===== src/rtl/core/framed_byte_receiver_checksum_defines.svh =====
// Assertion macros used by the receiver back end.
`ifndef FRAMED_BYTE_RECEIVER_CHECKSUM_DEFINES_SVH
`define FRAMED_BYTE_RECEIVER_CHECKSUM_DEFINES_SVH

// Condition holds at every clock edge out of reset.
`define FBRC_ASSERT_ALWAYS(lbl, ck, rn, cond) \
    lbl: assert property (@(posedge ck) disable iff (!rn) (cond)) \
        else $error("fbrc invariant violated");

// Consequent holds in the same cycle as the antecedent.
`define FBRC_ASSERT_IMP(lbl, ck, rn, ante, cons) \
    lbl: assert property (@(posedge ck) disable iff (!rn) (ante) |-> (cons)) \
        else $error("fbrc implication violated");

`endif


===== src/rtl/core/fbrc_pkg.sv =====
// Shared types and constants of the framed byte receiver.
package fbrc_pkg;

    localparam int DEF_BUFFER_DEPTH = 64;
    localparam int BYTE_W           = 8;
    localparam int RIDX_W           = 6;

    localparam logic [7:0] HDR_FIRST  = 8'hFE;
    localparam logic [7:0] HDR_SECOND = 8'hEF;
    localparam logic [7:0] SUM_GOOD   = 8'hFF;

    typedef enum logic [1:0] {
        FUNC_RX      = 2'd0,
        FUNC_RELEASE = 2'd1,
        FUNC_READ    = 2'd2,
        FUNC_UNUSED  = 2'd3
    } func_t;

    typedef enum logic [1:0] {
        EV_NONE   = 2'd0,
        EV_ACCEPT = 2'd1,
        EV_REJECT = 2'd2
    } ev_t;

    // Classified item handed from the front end to the back end.
    typedef struct packed {
        func_t                 kind;
        logic [BYTE_W-1:0]     rx_byte;
        logic                  is_hdr_first;
        logic                  is_hdr_second;
        logic [RIDX_W-1:0]     read_index;
        logic                  read_in_range;
    } item_t;

    typedef struct packed {
        ev_t               ev;
        logic              ready;
        logic [BYTE_W-1:0] data;
    } result_t;

endpackage


===== src/rtl/core/framed_byte_receiver_checksum.sv =====
// Top level of the framed byte receiver with additive checksum.
//
//  Channel   Role    Accept when             Carries
//  s_*       input   s_tvalid & s_tready     func, rx_byte, read_index
//  m_*       output  m_tvalid & m_tready     event_res, frame_ready, read_data
//
// Receive, release and unused items are answered from S_IDLE; a buffer read goes through
// S_READ and S_EMIT. A closing byte with length L goes through S_SUM and S_EMIT: entries
// 3..L+2 are summed one per cycle through the single read port of the buffer memory.
// Reset clears control state, the three header entries and the per-entry valid bits at once.
// A two-entry queue lets input transfers run ahead of the back end; the output register
// holds a result until it is taken and the back end waits on it.
module framed_byte_receiver_checksum #(
    parameter int BUFFER_DEPTH = fbrc_pkg::DEF_BUFFER_DEPTH
) (
    input  logic        clk,
    input  logic        rst_n,
    input  logic        s_tvalid,
    output logic        s_tready,
    input  logic [15:0] s_tdata,   // rx_byte [7:0], read_index [13:8], zero [15:14]
    input  logic [1:0]  s_tuser,   // func [1:0]
    output logic        m_tvalid,
    input  logic        m_tready,
    output logic [15:0] m_tdata,   // frame_ready [0], read_data [8:1], zero [15:9]
    output logic [1:0]  m_tuser    // event_res [1:0]
);
    import fbrc_pkg::*;

    logic    q_valid;
    logic    q_pop;
    item_t   q_item;
    result_t res;

    fbrc_front #(
        .BUFFER_DEPTH (BUFFER_DEPTH)
    ) u_front (
        .clk      (clk),
        .rst_n    (rst_n),
        .s_tvalid (s_tvalid),
        .s_tready (s_tready),
        .s_tdata  (s_tdata),
        .s_tuser  (s_tuser),
        .q_valid  (q_valid),
        .q_pop    (q_pop),
        .q_item   (q_item)
    );

    fbrc_back #(
        .BUFFER_DEPTH (BUFFER_DEPTH)
    ) u_back (
        .clk      (clk),
        .rst_n    (rst_n),
        .q_valid  (q_valid),
        .q_item   (q_item),
        .q_pop    (q_pop),
        .m_tvalid (m_tvalid),
        .m_tready (m_tready),
        .res      (res)
    );

    assign m_tdata = {7'd0, res.data, res.ready};
    assign m_tuser = res.ev;

endmodule


===== src/rtl/core/fbrc_front.sv =====
// Front end: accepts input transfers, classifies them and queues them for the back end.
module fbrc_front #(
    parameter int BUFFER_DEPTH = fbrc_pkg::DEF_BUFFER_DEPTH
) (
    input  logic            clk,
    input  logic            rst_n,
    input  logic            s_tvalid,
    output logic            s_tready,
    input  logic [15:0]     s_tdata,   // rx_byte [7:0], read_index [13:8], zero [15:14]
    input  logic [1:0]      s_tuser,   // func [1:0]
    output logic            q_valid,
    input  logic            q_pop,
    output fbrc_pkg::item_t q_item
);
    import fbrc_pkg::*;

    localparam logic [7:0] DEPTH_B = 8'(BUFFER_DEPTH);

    item_t       slot_reg [2];
    logic        wr_ptr_reg, wr_ptr_next;
    logic        rd_ptr_reg, rd_ptr_next;
    logic [1:0]  count_reg, count_next;
    item_t       in_item;
    logic        push;

    assign s_tready = (count_reg != 2'd2);
    assign push     = s_tvalid && s_tready;
    assign q_valid  = (count_reg != 2'd0);
    assign q_item   = slot_reg[rd_ptr_reg];

    always_comb
    begin
        in_item               = '0;
        in_item.kind          = func_t'(s_tuser);
        in_item.rx_byte       = s_tdata[7:0];
        in_item.is_hdr_first  = (s_tdata[7:0] == HDR_FIRST);
        in_item.is_hdr_second = (s_tdata[7:0] == HDR_SECOND);
        in_item.read_index    = s_tdata[13:8];
        in_item.read_in_range = (8'(s_tdata[13:8]) < DEPTH_B);
    end

    always_comb
    begin
        wr_ptr_next = wr_ptr_reg;
        rd_ptr_next = rd_ptr_reg;
        count_next  = count_reg;
        if (push)
        begin
            wr_ptr_next = ~wr_ptr_reg;
        end
        if (q_pop)
        begin
            rd_ptr_next = ~rd_ptr_reg;
        end
        case ({push, q_pop})
            2'b10:   count_next = count_reg + 2'd1;
            2'b01:   count_next = count_reg - 2'd1;
            default: count_next = count_reg;
        endcase
    end

    always_ff @(posedge clk)
    begin
        if (push)
        begin
            slot_reg[wr_ptr_reg] <= in_item;
        end
    end

    always_ff @(posedge clk or negedge rst_n)
    begin
        if (!rst_n)
        begin
            wr_ptr_reg <= 1'b0;
            rd_ptr_reg <= 1'b0;
            count_reg  <= 2'd0;
        end
        else
        begin
            wr_ptr_reg <= wr_ptr_next;
            rd_ptr_reg <= rd_ptr_next;
            count_reg  <= count_next;
        end
    end

endmodule


===== src/rtl/core/fbrc_back.sv =====
// Back end: frame tracking, buffer memory, checksum walk and output register.
`include "framed_byte_receiver_checksum_defines.svh"

module fbrc_back #(
    parameter int BUFFER_DEPTH = fbrc_pkg::DEF_BUFFER_DEPTH
) (
    input  logic              clk,
    input  logic              rst_n,
    input  logic              q_valid,
    input  fbrc_pkg::item_t   q_item,
    output logic              q_pop,
    output logic              m_tvalid,
    input  logic              m_tready,
    output fbrc_pkg::result_t res
);
    import fbrc_pkg::*;

    localparam int IDX_W = $clog2(BUFFER_DEPTH);
    localparam logic [IDX_W:0] DEPTH_W = (IDX_W + 1)'(BUFFER_DEPTH);
    localparam logic [7:0]     DEPTH_B = 8'(BUFFER_DEPTH);

    localparam logic [1:0] SRC_ZERO = 2'd0;
    localparam logic [1:0] SRC_LOW  = 2'd1;
    localparam logic [1:0] SRC_MEM  = 2'd2;

    typedef enum logic [3:0] {
        S_IDLE = 4'b0001,
        S_SUM  = 4'b0010,
        S_READ = 4'b0100,
        S_EMIT = 4'b1000
    } state_t;

    state_t            state_reg, state_next;
    logic [IDX_W-1:0]  widx_reg, widx_next;
    logic              saw_reg, saw_next;
    logic              inf_reg, inf_next;
    logic              done_reg, done_next;
    logic [7:0]        e_reg [3];
    logic [7:0]        e_next [3];
    logic [7:0]        acc_reg, acc_next;
    logic [IDX_W-1:0]  addr_reg, addr_next;
    logic [IDX_W-1:0]  end_reg, end_next;
    logic              pend_reg, pend_next;
    logic [1:0]        src_reg, src_next;
    logic [1:0]        lo_reg, lo_next;
    ev_t               ev_reg, ev_next;
    logic [7:0]        data_reg, data_next;
    logic              out_valid_reg, out_valid_next;
    result_t           out_reg, out_next;

    // Entries 0..2 live in flops; the rest in the memory with per-entry valid bits
    logic [7:0]              mem [BUFFER_DEPTH];
    logic [BUFFER_DEPTH-1:0] vld_reg;
    logic [7:0]              mem_q;
    logic                    vld_q;

    logic              mem_we;
    logic [IDX_W-1:0]  mem_wa;
    logic [7:0]        mem_wd;
    logic              rd_en;
    logic [IDX_W-1:0]  rd_idx;
    logic [7:0]        mem_val;
    logic [7:0]        rd_val;
    logic              slot_free;
    logic              issue;
    logic [7:0]        rd_wide;
    logic [7:0]        len;
    logic [8:0]        last9;
    logic [IDX_W:0]    widx_inc;
    logic              chk;

    assign slot_free = !out_valid_reg || m_tready;
    assign q_pop     = (state_reg == S_IDLE) && q_valid && slot_free;
    assign issue     = (addr_reg <= end_reg);
    assign mem_val   = vld_q ? mem_q : 8'd0;
    assign m_tvalid  = out_valid_reg;
    assign res       = out_reg;
    assign rd_wide   = 8'(q_item.read_index);

    always_comb
    begin
        case (src_reg)
            SRC_LOW: rd_val = e_reg[lo_reg];
            SRC_MEM: rd_val = mem_val;
            default: rd_val = 8'd0;
        endcase
    end

    always_comb
    begin
        state_next     = state_reg;
        widx_next      = widx_reg;
        saw_next       = saw_reg;
        inf_next       = inf_reg;
        done_next      = done_reg;
        e_next         = e_reg;
        acc_next       = acc_reg;
        addr_next      = addr_reg;
        end_next       = end_reg;
        pend_next      = 1'b0;
        src_next       = src_reg;
        lo_next        = lo_reg;
        ev_next        = ev_reg;
        data_next      = data_reg;
        out_next       = out_reg;
        out_valid_next = out_valid_reg && !m_tready;
        mem_we         = 1'b0;
        mem_wa         = widx_reg;
        mem_wd         = q_item.rx_byte;
        rd_en          = 1'b0;
        rd_idx         = addr_reg;
        len            = 8'd0;
        last9          = 9'd0;
        widx_inc       = '0;
        chk            = 1'b0;

        case (state_reg)
            S_IDLE:
            begin
                if (q_pop)
                begin
                    case (q_item.kind)
                        FUNC_RX:
                        begin
                            if (!done_reg)
                            begin
                                if (widx_reg < IDX_W'(3))
                                begin
                                    e_next[widx_reg[1:0]] = q_item.rx_byte;
                                end
                                else
                                begin
                                    mem_we = 1'b1;
                                end
                                if (q_item.is_hdr_first)
                                begin
                                    saw_next = 1'b1;
                                end
                                else if (q_item.is_hdr_second)
                                begin
                                    // header complete: rewind and preset the length entry
                                    if (saw_reg)
                                    begin
                                        saw_next  = 1'b0;
                                        inf_next  = 1'b1;
                                        e_next[0] = HDR_FIRST;
                                        e_next[1] = HDR_SECOND;
                                        e_next[2] = DEPTH_B;
                                        widx_next = IDX_W'(1);
                                    end
                                end
                                else
                                begin
                                    saw_next = 1'b0;
                                end
                            end
                            len   = e_next[2];
                            last9 = {1'b0, len} + 9'd2;
                            chk   = inf_next && (9'(widx_next) > last9);
                            if (chk)
                            begin
                                // close one byte late: sum entries 0..len+2
                                saw_next   = 1'b0;
                                inf_next   = 1'b0;
                                widx_next  = IDX_W'(1);
                                acc_next   = e_next[0] + e_next[1] + e_next[2];
                                addr_next  = IDX_W'(3);
                                end_next   = last9[IDX_W-1:0];
                                state_next = S_SUM;
                            end
                            else
                            begin
                                widx_inc = {1'b0, widx_next} + 1'b1;
                                if (widx_inc >= DEPTH_W)
                                begin
                                    widx_next = '0;
                                end
                                else
                                begin
                                    widx_next = widx_inc[IDX_W-1:0];
                                end
                                out_next       = '{ev: EV_NONE, ready: done_reg, data: 8'd0};
                                out_valid_next = 1'b1;
                            end
                        end
                        FUNC_RELEASE:
                        begin
                            done_next      = 1'b0;
                            out_next       = '{ev: EV_NONE, ready: 1'b0, data: 8'd0};
                            out_valid_next = 1'b1;
                        end
                        FUNC_READ:
                        begin
                            if (!q_item.read_in_range)
                            begin
                                src_next = SRC_ZERO;
                            end
                            else if (rd_wide < 8'd3)
                            begin
                                src_next = SRC_LOW;
                                lo_next  = rd_wide[1:0];
                            end
                            else
                            begin
                                src_next = SRC_MEM;
                                rd_en    = 1'b1;
                                rd_idx   = rd_wide[IDX_W-1:0];
                            end
                            state_next = S_READ;
                        end
                        default:
                        begin
                            out_next       = '{ev: EV_NONE, ready: done_reg, data: 8'd0};
                            out_valid_next = 1'b1;
                        end
                    endcase
                end
            end
            S_SUM:
            begin
                if (issue)
                begin
                    rd_en     = 1'b1;
                    rd_idx    = addr_reg;
                    addr_next = addr_reg + 1'b1;
                    pend_next = 1'b1;
                end
                if (pend_reg)
                begin
                    acc_next = acc_reg + mem_val;
                end
                if (!issue && !pend_reg)
                begin
                    data_next = 8'd0;
                    if (acc_reg == SUM_GOOD)
                    begin
                        done_next = 1'b1;
                        ev_next   = EV_ACCEPT;
                    end
                    else
                    begin
                        ev_next = EV_REJECT;
                    end
                    state_next = S_EMIT;
                end
            end
            S_READ:
            begin
                ev_next    = EV_NONE;
                data_next  = rd_val;
                state_next = S_EMIT;
            end
            S_EMIT:
            begin
                if (slot_free)
                begin
                    out_next       = '{ev: ev_reg, ready: done_reg, data: data_reg};
                    out_valid_next = 1'b1;
                    state_next     = S_IDLE;
                end
            end
            default:
            begin
                state_next = S_IDLE;
            end
        endcase
    end

    always_ff @(posedge clk)
    begin
        if (mem_we)
        begin
            mem[mem_wa] <= mem_wd;
        end
        if (rd_en)
        begin
            mem_q <= mem[rd_idx];
            vld_q <= vld_reg[rd_idx];
        end
    end

    always_ff @(posedge clk)
    begin
        acc_reg  <= acc_next;
        addr_reg <= addr_next;
        end_reg  <= end_next;
        lo_reg   <= lo_next;
        ev_reg   <= ev_next;
        data_reg <= data_next;
        out_reg  <= out_next;
    end

    always_ff @(posedge clk or negedge rst_n)
    begin
        if (!rst_n)
        begin
            state_reg     <= S_IDLE;
            widx_reg      <= '0;
            saw_reg       <= 1'b0;
            inf_reg       <= 1'b0;
            done_reg      <= 1'b0;
            pend_reg      <= 1'b0;
            src_reg       <= SRC_ZERO;
            out_valid_reg <= 1'b0;
            vld_reg       <= '0;
            for (int i = 0; i < 3; i++)
            begin
                e_reg[i] <= 8'd0;
            end
        end
        else
        begin
            state_reg     <= state_next;
            widx_reg      <= widx_next;
            saw_reg       <= saw_next;
            inf_reg       <= inf_next;
            done_reg      <= done_next;
            pend_reg      <= pend_next;
            src_reg       <= src_next;
            out_valid_reg <= out_valid_next;
            e_reg         <= e_next;
            if (mem_we)
            begin
                vld_reg[mem_wa] <= 1'b1;
            end
        end
    end

    `FBRC_ASSERT_ALWAYS(a_done_outside_frame, clk, rst_n, !(done_reg && inf_reg))
    `FBRC_ASSERT_ALWAYS(a_widx_in_range, clk, rst_n, 9'(widx_reg) < 9'(BUFFER_DEPTH))
    `FBRC_ASSERT_IMP(a_sum_frame_closed, clk, rst_n, state_reg == S_SUM, !inf_reg && !saw_reg)
    `FBRC_ASSERT_IMP(a_sum_addr_in_range, clk, rst_n, (state_reg == S_SUM) && issue, 9'(addr_reg) < 9'(BUFFER_DEPTH))

endmodule

===== config.mk =====
export PLATFORM = sky130hd
export DESIGN_NAME = framed_byte_receiver_checksum
export DESIGN_NICKNAME = d
export VERILOG_FILES = /design/src/rtl/core/fbrc_pkg.sv /design/src/rtl/core/framed_byte_receiver_checksum.sv /design/src/rtl/core/fbrc_front.sv /design/src/rtl/core/fbrc_back.sv
export VERILOG_INCLUDE_DIRS = /design/src /design/src/rtl/core
export SDC_FILE = /design/constraint.sdc
export NUM_CORES = 1
export LEC_CHECK = 0
export BUFFER_PORTS_ARGS = -buffer_cell sky130_fd_sc_hd__buf_2
export CAP_MARGIN = 20
export CORE_MARGIN = 10
export CORE_UTILIZATION = 59
export CTS_BUF_LIST = sky130_fd_sc_hd__clkbuf_2 sky130_fd_sc_hd__clkbuf_4 sky130_fd_sc_hd__clkbuf_8
export DETAILED_ROUTE_END_ITERATION = 8
export PLACE_DENSITY = 0.83
export SLEW_MARGIN = 20
export SYNTH_ARGS = -nofsm -noshare
export SYNTH_HDL_FRONTEND = slang
export SYNTH_HIERARCHICAL = 1
export SYNTH_SLANG_ARGS = --single-unit

===== constraint.sdc =====
create_clock -name clk -period 5.1 [get_ports clk]
set_input_delay 0.51 -clock clk [delete_from_list [all_inputs] [get_ports clk]]
set_output_delay 0.51 -clock clk [all_outputs]
set_load 0.01 [all_outputs]

==> impl_metrics.env, run 1 <==
export IMPL_status="completed"
export IMPL_yosysSeqAreaShare=0.680
export IMPL_die_x_um=247
export IMPL_holdWs_ns=0.0406
export IMPL_required_ns=5.51
export IMPL_synth_edf_count=600
export IMPL_ys_types=77
export IMPL_drc=0
export IMPL_rsz0062_at_grt="no"
export IMPL_fin_util=0.661
export IMPL_path_clk_slew_ns=0.06
export IMPL_nNetsFinal=2555
export IMPL_grt_pass1_vias=20100
export IMPL_cts_tree="done"
export IMPL_slew_headroom=0.359
export IMPL_dp_hpwl_um=46300
export IMPL_placedCellCount=3051
export IMPL_synthCells=2388
export IMPL_drt_iter0_drc=2492
export IMPL_clk_latency_ns=0.73
export IMPL_synth_most_common_cell="edfxtp_1"
export IMPL_crit_arrival_ns=5.06
export IMPL_syn_avg_cell_area_um2=12.8
export IMPL_start_util=0.595
export IMPL_fin_skew_ns=0.0320
export IMPL_htree_levels=3
export IMPL_crit_family="simple AND/OR/NAND/NOR gates"
export IMPL_ys_top_cells_by_count="edfxtp_1, nand2_1, nand3_1"
export IMPL_port_buffers=32
export IMPL_cap_violations=0
export IMPL_final_min_clock_period_ns=4.66
export IMPL_ios=42
export IMPL_area_delta_synth_final_pct=11.0
export IMPL_cellLeakagePower_nw=12.9
export IMPL_die_h_um=247
export IMPL_r2r_cells=16
export IMPL_crit_slowest_cell="dfrtp_1"
export IMPL_endpoint_kind="flip-flop"
export IMPL_drt_first_pass_iters=6
export IMPL_synth_top_area_share=0.591
export IMPL_power_density_mw_per_mm2=494
export IMPL_min_from="s_tdata[0]"
export IMPL_path_depth=16
export IMPL_path_cells="buf_4 > mux2_4 > nand4bb_1 > buf_4 > and2_1 > ha_1 > nor2b_1 > o21a_1 > o21ai_0 > nand2b_1 > maj3_1 > a21oi_1 > or3_1 > nor3_1 > nor3_1 > buf_4"
export IMPL_layout_worst_path_cycle_share=0.914
export IMPL_wl_per_cell_um=22.7
export IMPL_r2r_start="u_front/rd_ptr_reg"
export IMPL_final_layout_size_suffix_gt1_frac=0.155
export IMPL_grt_antenna_before_repair=0
export IMPL_hold_end="u_front/slot_reg[1][8]"
export IMPL_cts_root_buf="clkbuf_8"
export IMPL_grt_max_degree=70
export IMPL_cp_max_fo=12
export IMPL_grtUsageTotal=0.240
export IMPL_coreArea_mm2=0.0512
export IMPL_final_hold_violation_count=0
export IMPL_syn_area_mm2=0.0305
export IMPL_cpPeakStageDelay_ns=0.52
export IMPL_slew_violations=0
export IMPL_cts_num_sinks=709
export IMPL_tns_ns=0
export IMPL_path_common_cell="buf_4"
export IMPL_start_kind="flip-flop"
export IMPL_synthTopCellsByArea="edfxtp_1, dfrtp_1, nand2_1, mux2i_1, nand3_1"
export IMPL_whs_path_depth=1
export IMPL_tightest_slew_ns=0.958
export IMPL_synthArstFlopShare=0.154
export IMPL_die_area_mm2=0.0612
export IMPL_worst_setup_path_type="flip-flop to flip-flop"
export IMPL_rrSetupSlack_ns=0.44
export IMPL_rows=83
export IMPL_dr_total_vias=20100
export IMPL_gp_congestion=0.926
export IMPL_finalSetupViolCount=0
export IMPL_synth_warnings=6
export IMPL_totalWireLength_um=74300
export IMPL_ant_nets=0
export IMPL_clock_path_buffers=3
export IMPL_cts_inserted_buffers=107
export IMPL_synth_seq_cells=709
export IMPL_grt_overflow=0
export IMPL_synthFlopType="edfxtp_1"
export IMPL_max_freq_ghz=0.215
export IMPL_largest_register_ff_count=512
export IMPL_grt_first_pass_wirelength_um=113000
export IMPL_vdd_drop_max_uv=320
export IMPL_cts_setup_buffers=0
export IMPL_final_area_mm2=0.0338
export IMPL_placed_area_mm2=0.0314
export IMPL_cp_num_buf_inv=3
export IMPL_synth_area_leader_cell="edfxtp_1"
export IMPL_r2r_end="u_back/res[1]"
export IMPL_vias_per_cell=6.15
export IMPL_hold_path_class="input port to flip-flop"
export IMPL_fin_cells=3269
## area by class of cell
class | instances | area (um2)
antenna | 1 | 2.50
clock buffer | 164 | 1990
clock inverter | 39 | 256
fill | 3483 | 17400
inverter | 40 | 150
multi-input combinational | 1534 | 9040
sequential | 709 | 20700
tap | 680 | 851
timing repair buffer | 102 | 798
## stage by stage
step                power (mW)  setup WS (ns)
finish                    16.7          0.441
floorplan                 10.5         0.0585
CTS                       16.7          0.295
detailed placement        11.9          0.354
global route              17.4          0.227
global placement          11.7          0.489
## worst max path at each step
stage / endpoint / start / slack [ns]
after floorplan: u_back/res[0] / u_front/rd_ptr_reg / 0.06
after global placement: u_back/mem_q[1] / u_front/rd_ptr_reg / 0.49
after detailed placement: u_back/mem_q[1] / u_front/rd_ptr_reg / 0.35
after CTS: u_back/mem_q[1] / u_front/rd_ptr_reg / 0.29
after global routing: u_back/res[10] / u_front/rd_ptr_reg / 0.23
final: u_back/res[1] / u_front/rd_ptr_reg / 0.44
## what timing repair did
action | in CTS | in global routing
hold buffers | 14 | 0
hold endpoints to repair | 27 | 0
resized for setup | 0 | 2
endpoints found under the setup margin | 0 | 1
## cell families after synthesis
kind of cell	after synthesis	synth area share
XOR/XNOR	29	0.00858
flip-flops	709	0.680
AO/OA/AOI/OAI	300	0.0641
multiplexers	160	0.0554
other	3	0.000369
buffers and inverters	174	0.0287
AND/OR/NAND/NOR	973	0.144
adder cells (fa/ha/maj)	40	0.0186
## power by group
group | switching [mW] | total, mW | internal [mW]
logic | 2.92 | 4.29 | 1.37
registers | 0.283 | 7.64 | 7.36
clock network | 2.18 | 4.79 | 2.61
## cells in the final DEF (no fill, tap or decap), types with 30 or more instances in the layout
cell,instances
inv_1,40
nor2_1,118
o21ai_0,41
mux2i_1,123
or2_2,64
buf_2,31
a21oi_1,110
nand3_1,163
nand2_1,503
edfxtp_1,600
ha_1,30
conb_1,32
clkbuf_8,122
dfrtp_1,108
clkbuf_4,42
buf_4,51
## per-layer routing
metal / routed length [um] / track usage / share of wire / vias up
li1: - / - / - / 8856
met1: 27500 / 0.304 / 0.37 / 9792
met2: 35200 / 0.386 / 0.47 / 1242
met3: 8290 / 0.0568 / 0.11 / 215
met4: 3330 / 0.119 / 0.045 / 0
met5: 0 / 0 / 0 / -
(Power assumes the default switching activity.)
==> run 2: changes to the inputs <==
--- a/config.mk
+++ b/config.mk
@@ -7,12 +7,11 @@
 export NUM_CORES = 1
 export LEC_CHECK = 0
 export BUFFER_PORTS_ARGS = -buffer_cell sky130_fd_sc_hd__buf_2
-export CAP_MARGIN = 20
 export CORE_MARGIN = 10
-export CORE_UTILIZATION = 59
+export CORE_UTILIZATION = 40
 export CTS_BUF_LIST = sky130_fd_sc_hd__clkbuf_2 sky130_fd_sc_hd__clkbuf_4 sky130_fd_sc_hd__clkbuf_8
 export DETAILED_ROUTE_END_ITERATION = 8
-export PLACE_DENSITY = 0.83
+export PLACE_DENSITY = 0.62
 export SLEW_MARGIN = 20
 export SYNTH_ARGS = -nofsm -noshare
 export SYNTH_HDL_FRONTEND = slang
==> constraint.sdc (replaced) <==
create_clock -name clk -period 5.1 [get_ports clk]
set_input_delay 1.02 -clock clk [delete_from_list [all_inputs] [get_ports clk]]
set_output_delay 1.02 -clock clk [all_outputs]
set_load 0.01 [all_outputs]
==> run 2 against run 1 <==
Net effect: core utilization fell by 21 points; sequential power barely moved; via count fell by 3.3%; final cell count rose by 9.3%; clock skew rose by 0.022 ns; power rose by 1.6%; setup slack got worse by 0.096 ns; critical endpoint is now u_back/res[6]; largest cell class unchanged.
==> impl_metrics.env, run 2 (synthesis gave the netlist of run 1 again) <==
export IMPL_status="completed"
export IMPL_grt_pass1_vias=19100
export IMPL_layout_common_cells="edfxtp_1, nand2_1, nand3_1"
export IMPL_cts_num_sinks=709
export IMPL_hold_end="u_back/vld_reg[1]"
export IMPL_cts_root_buf="clkbuf_8"
export IMPL_min_from="u_back/vld_reg[1]"
export IMPL_post_place_ws_ns=0.396
export IMPL_layout_commonest_cell="edfxtp_1"
export IMPL_fin_ws_ns=0.344
export IMPL_grtUsageTotal=0.177
export IMPL_path_clk_slew_ns=0.06
export IMPL_cp_max_fo=12
export IMPL_final_hold_violation_count=0
export IMPL_largest_register_ff_count=512
export IMPL_final_area_mm2=0.0342
export IMPL_nNetsFinal=2552
export IMPL_r2r_start="u_front/rd_ptr_reg"
export IMPL_clock_path_buffers=3
export IMPL_dr_total_vias=19400
export IMPL_placed_area_mm2=0.0318
export IMPL_final_min_clock_period_ns=4.76
export IMPL_die_h_um=296
export IMPL_crit_slowest_cell="dfrtp_1"
export IMPL_hold_path_class="flip-flop to flip-flop"
export IMPL_p_total_mw=17.0
export IMPL_coreArea_mm2=0.0757
export IMPL_totalWireLength_um=77900
export IMPL_tns_ns=0
export IMPL_cap_violations=0
export IMPL_rrSetupSlack_ns=0.34
export IMPL_drt_iter0_drc=2013
export IMPL_fin_cells=3573
export IMPL_cts_hold_fix_buffers=0
export IMPL_power_density_mw_per_mm2=496
export IMPL_dp_hpwl_um=49200
export IMPL_whs_path_depth=0
export IMPL_ctsResizeCount=0
export IMPL_slew_headroom=0.330
export IMPL_die_area_mm2=0.0877
export IMPL_grt_overflow=0
export IMPL_r2r_end="u_back/res[6]"
export IMPL_layout_worst_path_cycle_share=0.932
export IMPL_n_fill_cell=6719
export IMPL_cpPeakStageDelay_ns=0.56
export IMPL_wl_per_cell_um=21.8
export IMPL_finalSetupViolCount=0
export IMPL_rsz0062_at_grt="no"
export IMPL_area_delta_synth_final_pct=12.3
export IMPL_start_kind="flip-flop"
export IMPL_rows=101
export IMPL_ios=42
export IMPL_placedCellCount=3352
export IMPL_cts_inserted_buffers=115
export IMPL_path_cells="buf_4 > mux2_4 > nor4b_2 > nor2_1 > ha_1 > xnor2_1 > ha_1 > o21ai_0 > nand2b_1 > maj3_1 > a21oi_1 > or3_1 > nor3_1 > nor3_1 > buf_4"
export IMPL_required_ns=5.51
export IMPL_grt_first_pass_wirelength_um=118000
export IMPL_gp_congestion=0.875
export IMPL_cts_setup_buffers=0
export IMPL_fin_skew_ns=0.0536
export IMPL_start_util=0.403
export IMPL_final_layout_size_suffix_gt1_frac=0.163
export IMPL_htree_levels=3
export IMPL_clk_latency_ns=0.75
export IMPL_vias_per_cell=5.44
export IMPL_drc=0
export IMPL_ant_nets=0
export IMPL_drt_first_pass_iters=5
export IMPL_port_buffers=32
export IMPL_vdd_drop_max_uv=251
export IMPL_worst_setup_path_type="flip-flop to flip-flop"
export IMPL_cts_tree="done"
export IMPL_grt_max_degree=74
export IMPL_endpoint_kind="flip-flop"
export IMPL_die_x_um=296
export IMPL_crit_arrival_ns=5.16
export IMPL_cellLeakagePower_nw=12.9
export IMPL_r2r_cells=15
export IMPL_max_freq_ghz=0.210
export IMPL_tightest_slew_ns=1.00
export IMPL_grt_antenna_before_repair=2
export IMPL_slew_violations=0
-- run 2: cell types whose count changed in the layout (fill, tap and decap cells not counted), moves of 2 or more --
cell           delta
buf_4             +2
clkinv_1          -3
clkbuf_4         +20
dlygate4sd3_1    -14
-- run 2: final cells by class --
cell class	count	area [um2]	area share
repair buffers	91	693	0.0202
multi-input cells	1534	9030	0.264
clock inverters	35	228	0.00665
flip-flops and latches	709	20700	0.606
clock buffers	185	2160	0.0631
well taps	978	1220	0.0357
diodes	1	2.50	0.0000731
inverters	40	150	0.00439
-- run 2: routing by layer --
metal	share of wire	track usage
met1	0.42	0.235
met2	0.47	0.282
met4	0.038	0.0740
met5	0	0
met3	0.074	0.0337
-- run 2: how the worst max path moves through the flow --
stage	startpoint	to	cells past startpoint
after global routing	u_front/rd_ptr_reg	u_back/res[2]	15
after CTS	u_front/rd_ptr_reg	u_back/res[6]	15
after floorplan	u_front/rd_ptr_reg	u_back/res[0]	18
after global placement	m_tready	u_back/mem_q[3]	10
after detailed placement	m_tready	u_back/mem_q[6]	12
final	u_front/rd_ptr_reg	u_back/res[6]	15
-- run 2: worst max-delay path: cells and delay by family, from the launching register on --
family / cells / cell delay [ns]
AND/OR/NAND/NOR: 6 / 1.49
buffers and inverters: 2 / 0.54
flip-flops: 1 / 0.56
AO/OA/AOI/OAI: 2 / 0.26
adder cells (fa/ha/maj): 3 / 0.94
multiplexers: 1 / 0.36
XOR/XNOR: 1 / 0.29
-- run 2: metrics by stage --
step	utilization	hold slack, ns
after global placement	0.421	0.366
after CTS	0.452	0.381
after detailed placement	0.421	0.366
after floorplan	-	0.429
after global routing	0.452	0.388
final	0.452	0.378
-- run 2: where the power goes --
part	leakage [nW]	switching [mW]	internal (mW)
clock network	1.30	2.24	2.75
logic	4.76	2.98	1.38
registers	6.89	0.280	7.36
total	12.9	5.50	11.5
